**src/design/stok_pkg.sv**
```systemverilog
// Shared types and constants for the s-expression tokenizer.
`timescale 1ns / 1ps
package stok_pkg;

  localparam int OFFSET_BITS_DEF = 16;
  localparam int OUT_OFS_W = 16;
  localparam int MAX_TOK = 3;

  localparam logic [7:0] CH_OPEN  = 8'h28;
  localparam logic [7:0] CH_CLOSE = 8'h29;
  localparam logic [7:0] CH_DQUOTE = 8'h22;
  localparam logic [7:0] CH_QUOTE = 8'h27;
  localparam logic [7:0] CH_SEMI  = 8'h3B;
  localparam logic [7:0] CH_BTICK = 8'h60;
  localparam logic [7:0] CH_COMMA = 8'h2C;
  localparam logic [7:0] CH_DOT   = 8'h2E;
  localparam logic [7:0] CH_NL    = 8'h0A;

  typedef enum logic [3:0] {
    KIND_OPEN         = 4'd0,
    KIND_CLOSE        = 4'd1,
    KIND_DOT          = 4'd2,
    KIND_QUOTE        = 4'd3,
    KIND_BACKQUOTE    = 4'd4,
    KIND_COMMA        = 4'd5,
    KIND_STRING       = 4'd6,
    KIND_UNTERMINATED = 4'd7,
    KIND_SYMBOL       = 4'd8,
    KIND_END          = 4'd9
  } stok_kind_t;

  typedef struct packed {
    stok_kind_t           kind;
    logic [OUT_OFS_W-1:0] beg_ofs;
    logic [OUT_OFS_W-1:0] end_ofs;
  } stok_tok_t;

  typedef struct packed {
    logic [1:0]              count;
    stok_tok_t [MAX_TOK-1:0] tok;
  } stok_step_t;

endpackage

```
**src/design/stok_if.sv**
```systemverilog
// Request channels: source text bytes in, tokens out.
`timescale 1ns / 1ps
interface stok_in_if;
  logic       valid;
  logic       ready;
  logic [7:0] text_byte;
  logic       end_of_text;

  modport source(output valid, text_byte, end_of_text, input ready);
  modport sink(input valid, text_byte, end_of_text, output ready);
endinterface

interface stok_out_if;
  logic        valid;
  logic        ready;
  logic [3:0]  token_kind;
  logic [15:0] begin_offset;
  logic [15:0] end_offset;
  logic        last_of_run;

  modport source(output valid, token_kind, begin_offset, end_offset, last_of_run,
                 input ready);
  modport sink(input valid, token_kind, begin_offset, end_offset, last_of_run,
               output ready);
endinterface

```
**src/design/stok_scan.sv**
```systemverilog
// Scanner state and per-byte token decode.
`timescale 1ns / 1ps
module stok_scan #(
  parameter int OFFSET_BITS = stok_pkg::OFFSET_BITS_DEF
) (
  input  logic                   clk,
  input  logic                   rst,
  input  logic                   step,
  input  logic [7:0]             text_byte,
  input  logic                   end_of_text,
  output stok_pkg::stok_step_t   res
);

  typedef enum logic [1:0] {
    MODE_IDLE    = 2'd0,
    MODE_COMMENT = 2'd1,
    MODE_STRING  = 2'd2,
    MODE_SYMBOL  = 2'd3
  } mode_t;

  mode_t                  mode, mode_next;
  logic [OFFSET_BITS-1:0] pos, pos_next;
  logic [OFFSET_BITS-1:0] start, start_next;
  logic [OFFSET_BITS-1:0] pos_inc;
  logic                   blank;
  logic                   sym_end;

  function automatic logic [stok_pkg::OUT_OFS_W-1:0] to_out(
    input logic [OFFSET_BITS-1:0] v
  );
    logic [OFFSET_BITS+stok_pkg::OUT_OFS_W-1:0] e;
    e = {{stok_pkg::OUT_OFS_W{1'b0}}, v};
    return e[stok_pkg::OUT_OFS_W-1:0];
  endfunction

  assign pos_inc = pos + {{(OFFSET_BITS-1){1'b0}}, 1'b1};
  assign blank   = (text_byte inside {8'h20, [8'h09:8'h0D]});
  assign sym_end = blank || (text_byte inside {stok_pkg::CH_OPEN, stok_pkg::CH_CLOSE,
                   stok_pkg::CH_DQUOTE, stok_pkg::CH_QUOTE, stok_pkg::CH_SEMI,
                   stok_pkg::CH_BTICK, stok_pkg::CH_COMMA});

  always_comb begin
    logic [1:0]           cnt;
    stok_pkg::stok_kind_t one_kind;
    logic                 one_hit;
    cnt        = 2'd0;
    res        = '0;
    mode_next  = mode;
    start_next = start;
    pos_next   = pos_inc;
    one_kind   = stok_pkg::KIND_OPEN;
    one_hit    = 1'b0;

    case (mode)
      MODE_COMMENT: begin
        if (text_byte == stok_pkg::CH_NL) mode_next = MODE_IDLE;
      end
      MODE_STRING: begin
        if (text_byte == stok_pkg::CH_DQUOTE) begin
          res.tok[cnt] = '{stok_pkg::KIND_STRING, to_out(start), to_out(pos_inc)};
          cnt = cnt + 2'd1;
          mode_next = MODE_IDLE;
        end
      end
      default: begin
        if (mode == MODE_SYMBOL && sym_end) begin
          res.tok[cnt] = '{stok_pkg::KIND_SYMBOL, to_out(start), to_out(pos)};
          cnt = cnt + 2'd1;
          mode_next = MODE_IDLE;
        end
        if (mode_next == MODE_IDLE) begin
          case (text_byte)
            stok_pkg::CH_OPEN:  begin one_hit = 1'b1; one_kind = stok_pkg::KIND_OPEN; end
            stok_pkg::CH_CLOSE: begin one_hit = 1'b1; one_kind = stok_pkg::KIND_CLOSE; end
            stok_pkg::CH_DOT:   begin one_hit = 1'b1; one_kind = stok_pkg::KIND_DOT; end
            stok_pkg::CH_QUOTE: begin one_hit = 1'b1; one_kind = stok_pkg::KIND_QUOTE; end
            stok_pkg::CH_BTICK: begin
              one_hit = 1'b1;
              one_kind = stok_pkg::KIND_BACKQUOTE;
            end
            stok_pkg::CH_COMMA: begin one_hit = 1'b1; one_kind = stok_pkg::KIND_COMMA; end
            stok_pkg::CH_SEMI:  mode_next = MODE_COMMENT;
            stok_pkg::CH_DQUOTE: begin
              mode_next  = MODE_STRING;
              start_next = pos;
            end
            default: begin
              if (!blank) begin
                mode_next  = MODE_SYMBOL;
                start_next = pos;
              end
            end
          endcase
          if (one_hit) begin
            res.tok[cnt] = '{one_kind, to_out(pos), to_out(pos_inc)};
            cnt = cnt + 2'd1;
          end
        end
      end
    endcase

    if (end_of_text) begin
      if (mode_next == MODE_SYMBOL) begin
        res.tok[cnt] = '{stok_pkg::KIND_SYMBOL, to_out(start_next), to_out(pos_inc)};
        cnt = cnt + 2'd1;
      end else if (mode_next == MODE_STRING) begin
        res.tok[cnt] = '{stok_pkg::KIND_UNTERMINATED, to_out(start_next),
                         to_out(pos_inc)};
        cnt = cnt + 2'd1;
      end
      res.tok[cnt] = '{stok_pkg::KIND_END, to_out(pos_inc), to_out(pos_inc)};
      cnt = cnt + 2'd1;
      mode_next  = MODE_IDLE;
      pos_next   = '0;
      start_next = '0;
    end
    res.count = cnt;
  end

  always_ff @(posedge clk) begin
    if (rst) begin
      mode  <= MODE_IDLE;
      pos   <= '0;
      start <= '0;
    end else if (step) begin
      mode  <= mode_next;
      pos   <= pos_next;
      start <= start_next;
    end
  end

endmodule

```
**src/design/stok_outbuf.sv**
```systemverilog
// Result register: holds the tokens of one byte and hands them out in order.
`timescale 1ns / 1ps
module stok_outbuf (
  input  logic                 clk,
  input  logic                 rst,
  input  logic                 load,
  input  stok_pkg::stok_step_t res,
  output logic                 free,
  stok_out_if.source           tokens
);

  stok_pkg::stok_tok_t [stok_pkg::MAX_TOK-1:0] slot;
  logic [1:0] count;
  logic [1:0] idx;
  logic       at_last;
  logic       fire;

  assign at_last = (idx == count - 2'd1);
  assign fire    = tokens.valid && tokens.ready;
  assign free    = (count == 2'd0) || (fire && at_last);

  assign tokens.valid        = (count != 2'd0);
  assign tokens.token_kind   = slot[idx].kind;
  assign tokens.begin_offset = slot[idx].beg_ofs;
  assign tokens.end_offset   = slot[idx].end_ofs;
  assign tokens.last_of_run  = at_last;

  always_ff @(posedge clk) begin
    if (rst) begin
      count <= 2'd0;
      idx   <= 2'd0;
    end else if (load) begin
      count <= res.count;
      idx   <= 2'd0;
    end else if (fire) begin
      if (at_last) count <= 2'd0;
      else idx <= idx + 2'd1;
    end
  end

  always_ff @(posedge clk) begin
    if (load) slot <= res.tok;
  end

endmodule

```
**src/design/sexpr_tokenizer_top.sv**
```systemverilog
// Top level of the s-expression tokenizer.
`timescale 1ns / 1ps
// Source text enters one byte per request on text and tokens leave one per request on
// tokens, each with its kind, begin and end offset, and last_of_run marking the final
// token caused by a byte. A byte is taken in every cycle as long as each byte yields at
// most one token and the token sink does not stall; a byte that yields k tokens (up to
// three, at the final byte) holds the result register while they drain. An accepted byte
// sits in the input register; its tokens load the result register once that is free,
// and the first of them is then offered on tokens.
// Offsets count modulo 2^OFFSET_BITS and the low 16 bits are reported; after the end
// token the next byte starts a new text at 0.
module sexpr_tokenizer_top #(
  parameter int OFFSET_BITS = stok_pkg::OFFSET_BITS_DEF
) (
  input  logic       clk,
  input  logic       rst,
  stok_in_if.sink    text,
  stok_out_if.source tokens
);

  logic                 in_vld;
  logic [7:0]           in_byte;
  logic                 in_last;
  logic                 buf_free;
  logic                 advance;
  stok_pkg::stok_step_t step_res;

  assign advance    = in_vld && buf_free;
  assign text.ready = !in_vld || advance;

  always_ff @(posedge clk) begin
    if (rst) begin
      in_vld <= 1'b0;
    end else if (text.ready) begin
      in_vld <= text.valid;
    end
  end

  always_ff @(posedge clk) begin
    if (text.ready && text.valid) begin
      in_byte <= text.text_byte;
      in_last <= text.end_of_text;
    end
  end

  stok_scan #(.OFFSET_BITS(OFFSET_BITS)) u_scan (
    .clk         (clk),
    .rst         (rst),
    .step        (advance),
    .text_byte   (in_byte),
    .end_of_text (in_last),
    .res         (step_res)
  );

  stok_outbuf u_outbuf (
    .clk    (clk),
    .rst    (rst),
    .load   (advance),
    .res    (step_res),
    .free   (buf_free),
    .tokens (tokens)
  );

endmodule

```
**src/flat_wrapper.sv**
```systemverilog
// flat-port wrapper written by rule: the top's interface ports become plain ports
module sexpr_tokenizer_top_flat 
#(
  parameter int OFFSET_BITS = stok_pkg::OFFSET_BITS_DEF
)
  (clk, rst, text_valid, text_text_byte, text_end_of_text, text_ready, tokens_valid, tokens_token_kind, tokens_begin_offset, tokens_end_offset, tokens_last_of_run, tokens_ready);
  stok_in_if text_i ();
  stok_out_if tokens_i ();
  input  logic clk;
  input  logic rst;
  input wire logic [$bits(text_i.valid)-1:0] text_valid;
  input wire logic [$bits(text_i.text_byte)-1:0] text_text_byte;
  input wire logic [$bits(text_i.end_of_text)-1:0] text_end_of_text;
  output wire logic [$bits(text_i.ready)-1:0] text_ready;
  output wire logic [$bits(tokens_i.valid)-1:0] tokens_valid;
  output wire logic [$bits(tokens_i.token_kind)-1:0] tokens_token_kind;
  output wire logic [$bits(tokens_i.begin_offset)-1:0] tokens_begin_offset;
  output wire logic [$bits(tokens_i.end_offset)-1:0] tokens_end_offset;
  output wire logic [$bits(tokens_i.last_of_run)-1:0] tokens_last_of_run;
  input wire logic [$bits(tokens_i.ready)-1:0] tokens_ready;
  assign text_i.valid = text_valid;
  assign text_i.text_byte = text_text_byte;
  assign text_i.end_of_text = text_end_of_text;
  assign text_ready = text_i.ready;
  assign tokens_valid = tokens_i.valid;
  assign tokens_token_kind = tokens_i.token_kind;
  assign tokens_begin_offset = tokens_i.begin_offset;
  assign tokens_end_offset = tokens_i.end_offset;
  assign tokens_last_of_run = tokens_i.last_of_run;
  assign tokens_i.ready = tokens_ready;
  sexpr_tokenizer_top #(.OFFSET_BITS(OFFSET_BITS)) u_core (.clk(clk), .rst(rst), .text(text_i), .tokens(tokens_i));
endmodule
```
**config.mk**
```make
export PLATFORM = sky130hd
export DESIGN_NAME = sexpr_tokenizer_top_flat
export DESIGN_NICKNAME = d
export VERILOG_FILES = /design/src/design/stok_pkg.sv /design/src/design/stok_if.sv /design/src/design/stok_scan.sv /design/src/design/stok_outbuf.sv /design/src/design/sexpr_tokenizer_top.sv /design/src/flat_wrapper.sv
export SDC_FILE = /design/constraint.sdc
export NUM_CORES = 1
export LEC_CHECK = 0
export ABC_AREA = 1
export BUFFER_PORTS_ARGS = -buffer_cell sky130_fd_sc_hd__clkbuf_2
export CORE_MARGIN = 5
export CORE_UTILIZATION = 58
export DETAILED_ROUTE_END_ITERATION = 16
export PLACE_DENSITY = 0.76
export SYNTH_ARGS = -nofsm -noshare
export SYNTH_HDL_FRONTEND = slang
export SYNTH_SLANG_ARGS = --single-unit
```
**constraint.sdc**
```tcl
create_clock -name clk -period 5.3 [get_ports clk]
set_clock_uncertainty 0.1 [all_clocks]
set_input_delay 0.795 -clock clk [delete_from_list [all_inputs] [get_ports clk]]
set_output_delay 0.795 -clock clk [all_outputs]
set_load 0.01 [all_outputs]
```
==> run summary <==
combinational family with the most area after synthesis: simple AND/OR/NAND/NOR gates
setup violation total in the final timing report: 0
input/output buffers: 51
wire length of the first global-routing pass: 47,500 um
DR DRC count: 0
height of the die: 143 um
cts-stage hold buffer count: 0
number of cells after detailed placement: 1,610
number of enable flip-flop cells after synthesis: 116
post-synthesis average cell area: 7.30 um2
most frequent cell on the critical path: nand2_4
most area-hungry cell type in the Yosys netlist: edfxtp_1
Critical Path End Type: flip-flop
outcome: complete, no violations
Detailed Place HPWL: 20,800 um
share of synthesized area occupied by flip-flops and latches: 0.417
power share of the sequential group: 0.400
share of post-route cells with drive strength above 1: 0.118
Final Power: 3.63 mW
max-slew headroom at the worst pin: 0.428
Final WS setup: 0.407 ns
overall die area: 0.0204 mm2
count of routing violations after the opening detailed-route iteration: 1,317
global-route usage over all layers: 0.297
number of buffers created by CTS: 17
Net Sw Frac: 0.345
buffer and inverter count on the worst path: 5
worst stage delay on the critical path: 0.55 ns
maximum vdd drop: 0.218 mV
number of unique standard cell types used by synthesis: 47
Worst path slowest cell: nor2_4
P_sw: 1.26 mW
CP Data Required Time: 5.37 ns
most used flip-flop cell after synthesis: edfxtp_1
count leader, synth: nand2_1
number of global-route vias before repair: 8,622
post-synthesis mux area share: 0
leading cell types by total area after synthesis: edfxtp_1 (34%), nand2_1 (15%), dfxtp_1 (7.6%), nor2_1 (6.2%), nand3_1 (4.4%)
combinational power share: 0.250
power per standard cell area: 328 mW/mm2
clock insertion delay at the later pin of the skew report: 0.43 ns
initial standard-cell utilization of the core: 0.592
count of vias placed by the detailed router: 9,730
timing-limited maximum frequency: 204 MHz
global placement routability congestion: 0.987
antenna diode count: 0
Yosys Warn Count: 0
crit path DAT: 4.96 ns
final-report max-slew violation count: 0
maxcap violations: 0
synthesized-area fraction occupied by ao, oa, aoi and oai cells: 0.158
Via density: 5.93
Worst R2R Path Depth: 21
xor-xnor portion of the synthesized cell area: 0.00599
Horiz. Die Dim: 143 um
fraction of registers with async set or reset after synthesis: 0
pin count of the biggest net entering global routing: 74
critical-path cell list: inv_2, nand2_2, nor2_8, nand2_4, clkinv_2, nor2_2, nand3_2, nand2_4, nand2_4, inv_2, nor2_4, nand2_1, ha_1, o21ai_0, inv_1, ha_1, inv_1, o21ai_0, a21oi_1, nand2_1, a21boi_1
number of instances in the synthesized netlist: 1,402
clock-pin slew on the worst setup and hold paths: 0.07 ns
count of filler cells inserted in the layout: 1,536
post-placement worst setup slack: 0.564 ns
Final Hold Violating Endpoints: 0
post-synthesis share of cell area spent on full adders, half adders and majority gates: 0.0183
maximum count of clock buffers along a single path: 2
cell depth of the worst min-delay path: 2
critical setup path kind: flip-flop to flip-flop
netlist area before placement: 0.0102 mm2
H-tree levels: 4
Clock Root Buffer: clkbuf_16
Clk network pwr share: 0.350
total cell area at the placement stage: 0.0105 mm2
Total Negative Setup Slacks: 0 ns
static leakage: 4.67 nW
Hold WC Path Type: flip-flop to flip-flop
count of nets left with antenna violations after detail routing: 0
first-pass iteration count of the detailed router: 8
worst slew pin tran: 0.848 ns
post-route cell area: 0.0111 mm2
number of nets in the layout: 1,432
TritonCTS clock tree: built
post-synthesis sequential element count: 155
area growth from synthesis to final layout: 8.34%
time the worst path needs with I/O delays and setup: 4.89 ns
total I/O pin count: 52
non-filler instance count after layout: 1,642
post-detailed-routing wire length: 29,700 um
post-synthesis share of cell area spent on and, or, nand and nor gates: 0.310
largest driver fanout on the critical path: 25
post-route clock period utilization: 0.923
setup repair after global routing missed its margin: false
global-route congestion overflow total: 0
most used standard cells in the synthesized netlist: nand2_1 (414), nor2_1 (169), edfxtp_1 (116)
area inside the core boundary: 0.0173 mm2
post-CTS repair timing setup buffer count: 0
row cnt: 48
family of cells with the greatest summed delay on the critical path: simple AND/OR/NAND/NOR gates
number of gates resized after CTS: 0
post-synth net total: 1,430
critical path depth in cells: 21
Internal Dissipation: 2.38 mW
total number of clock tree sinks: 155
post-layout util: 0.641
wire per inst: 18.1 um
worst hold slack across all endpoints: 0.409 ns
share of Yosys cell area claimed by the top area cell type: 0.340
initial antenna violation count: 0
crit start category: flip-flop
[sequential cells by signal (all words and copies together), names as in the netlist]
name	count
u_core.in_byte	8
u_core.in_last	1
u_core.in_vld	1
u_core.u_outbuf.count	2
u_core.u_outbuf.idx	2
u_core.u_outbuf.slot	107
u_core.u_scan.mode	2
u_core.u_scan.pos	16
u_core.u_scan.start	16
[layout make-up]
class	count	area [um2]	area share
multi-input cells	1029	5040	0.455
inverters	134	509	0.0459
well taps	225	282	0.0254
clock buffers	18	429	0.0387
flip-flops and latches	155	4270	0.385
repair buffers	67	388	0.0350
clock inverters	14	176	0.0159
[worst paths after layout]
check | from | end | slack, ns
worst max register to register | u_core.in_byte[4] | u_core.u_outbuf.slot[57] | 0.41
worst min register to register | u_core.u_outbuf.count[1] | u_core.u_outbuf.count[1] | 0.41
worst max-delay path | u_core.in_byte[4] | u_core.u_outbuf.slot[57] | 0.41
worst min-delay path | u_core.u_outbuf.count[1] | u_core.u_outbuf.count[1] | 0.41
[worst min-delay path, stage by stage (launching register included)]
cell     delay [ns]
dfxtp_1        0.32
nand2_1        0.06
a31oi_1        0.07
[per-layer routing]
metal,global-route usage,part of all wire,up-vias
li1,-,-,4686
met1,0.445,0.43,4392
met2,0.430,0.43,596
met3,0.0737,0.12,56
met4,0.0765,0.019,0
met5,0,0,-
[placed cells by master (no fill, tap or decap), types with 3 or more instances in the layout]
cell type  instances
xor2_1             6
ha_1              15
o21ai_0           64
nand4_1           12
o211ai_1           3
nor2_2             7
a21boi_1          11
clkbuf_16         17
o21ai_1           33
edfxtp_1         116
nand2_2           13
nand3_2            3
a22oi_1           19
nand2_4            6
buf_4             15
nor2_1           169
dfxtp_1           38
nor2_4             4
a21oi_1           41
nor3_1             9
clkbuf_2          51
inv_6              6
o22ai_1           48
inv_1            113
o31ai_1           34
inv_2             18
nand2_1          414
a31oi_1            7
nand3_1           89
[cells by family after synthesis]
logic type | after synthesis
simple gates | 738
compound gates | 269
fa+ha+maj | 15
buf+inv | 218
xor+xnor | 7
flops | 155
[power groups by stage]
stage               Clock, mW  Combinational (mW)  Sequential (mW)
floorplan                   0               0.660             1.47
finish                   1.27               0.910             1.45
global route             1.34               0.995             1.46
CTS                      1.28               0.890             1.45
detailed placement          0               0.886             1.48
global placement            0               0.876             1.48
(Power assumes the default switching activity.)
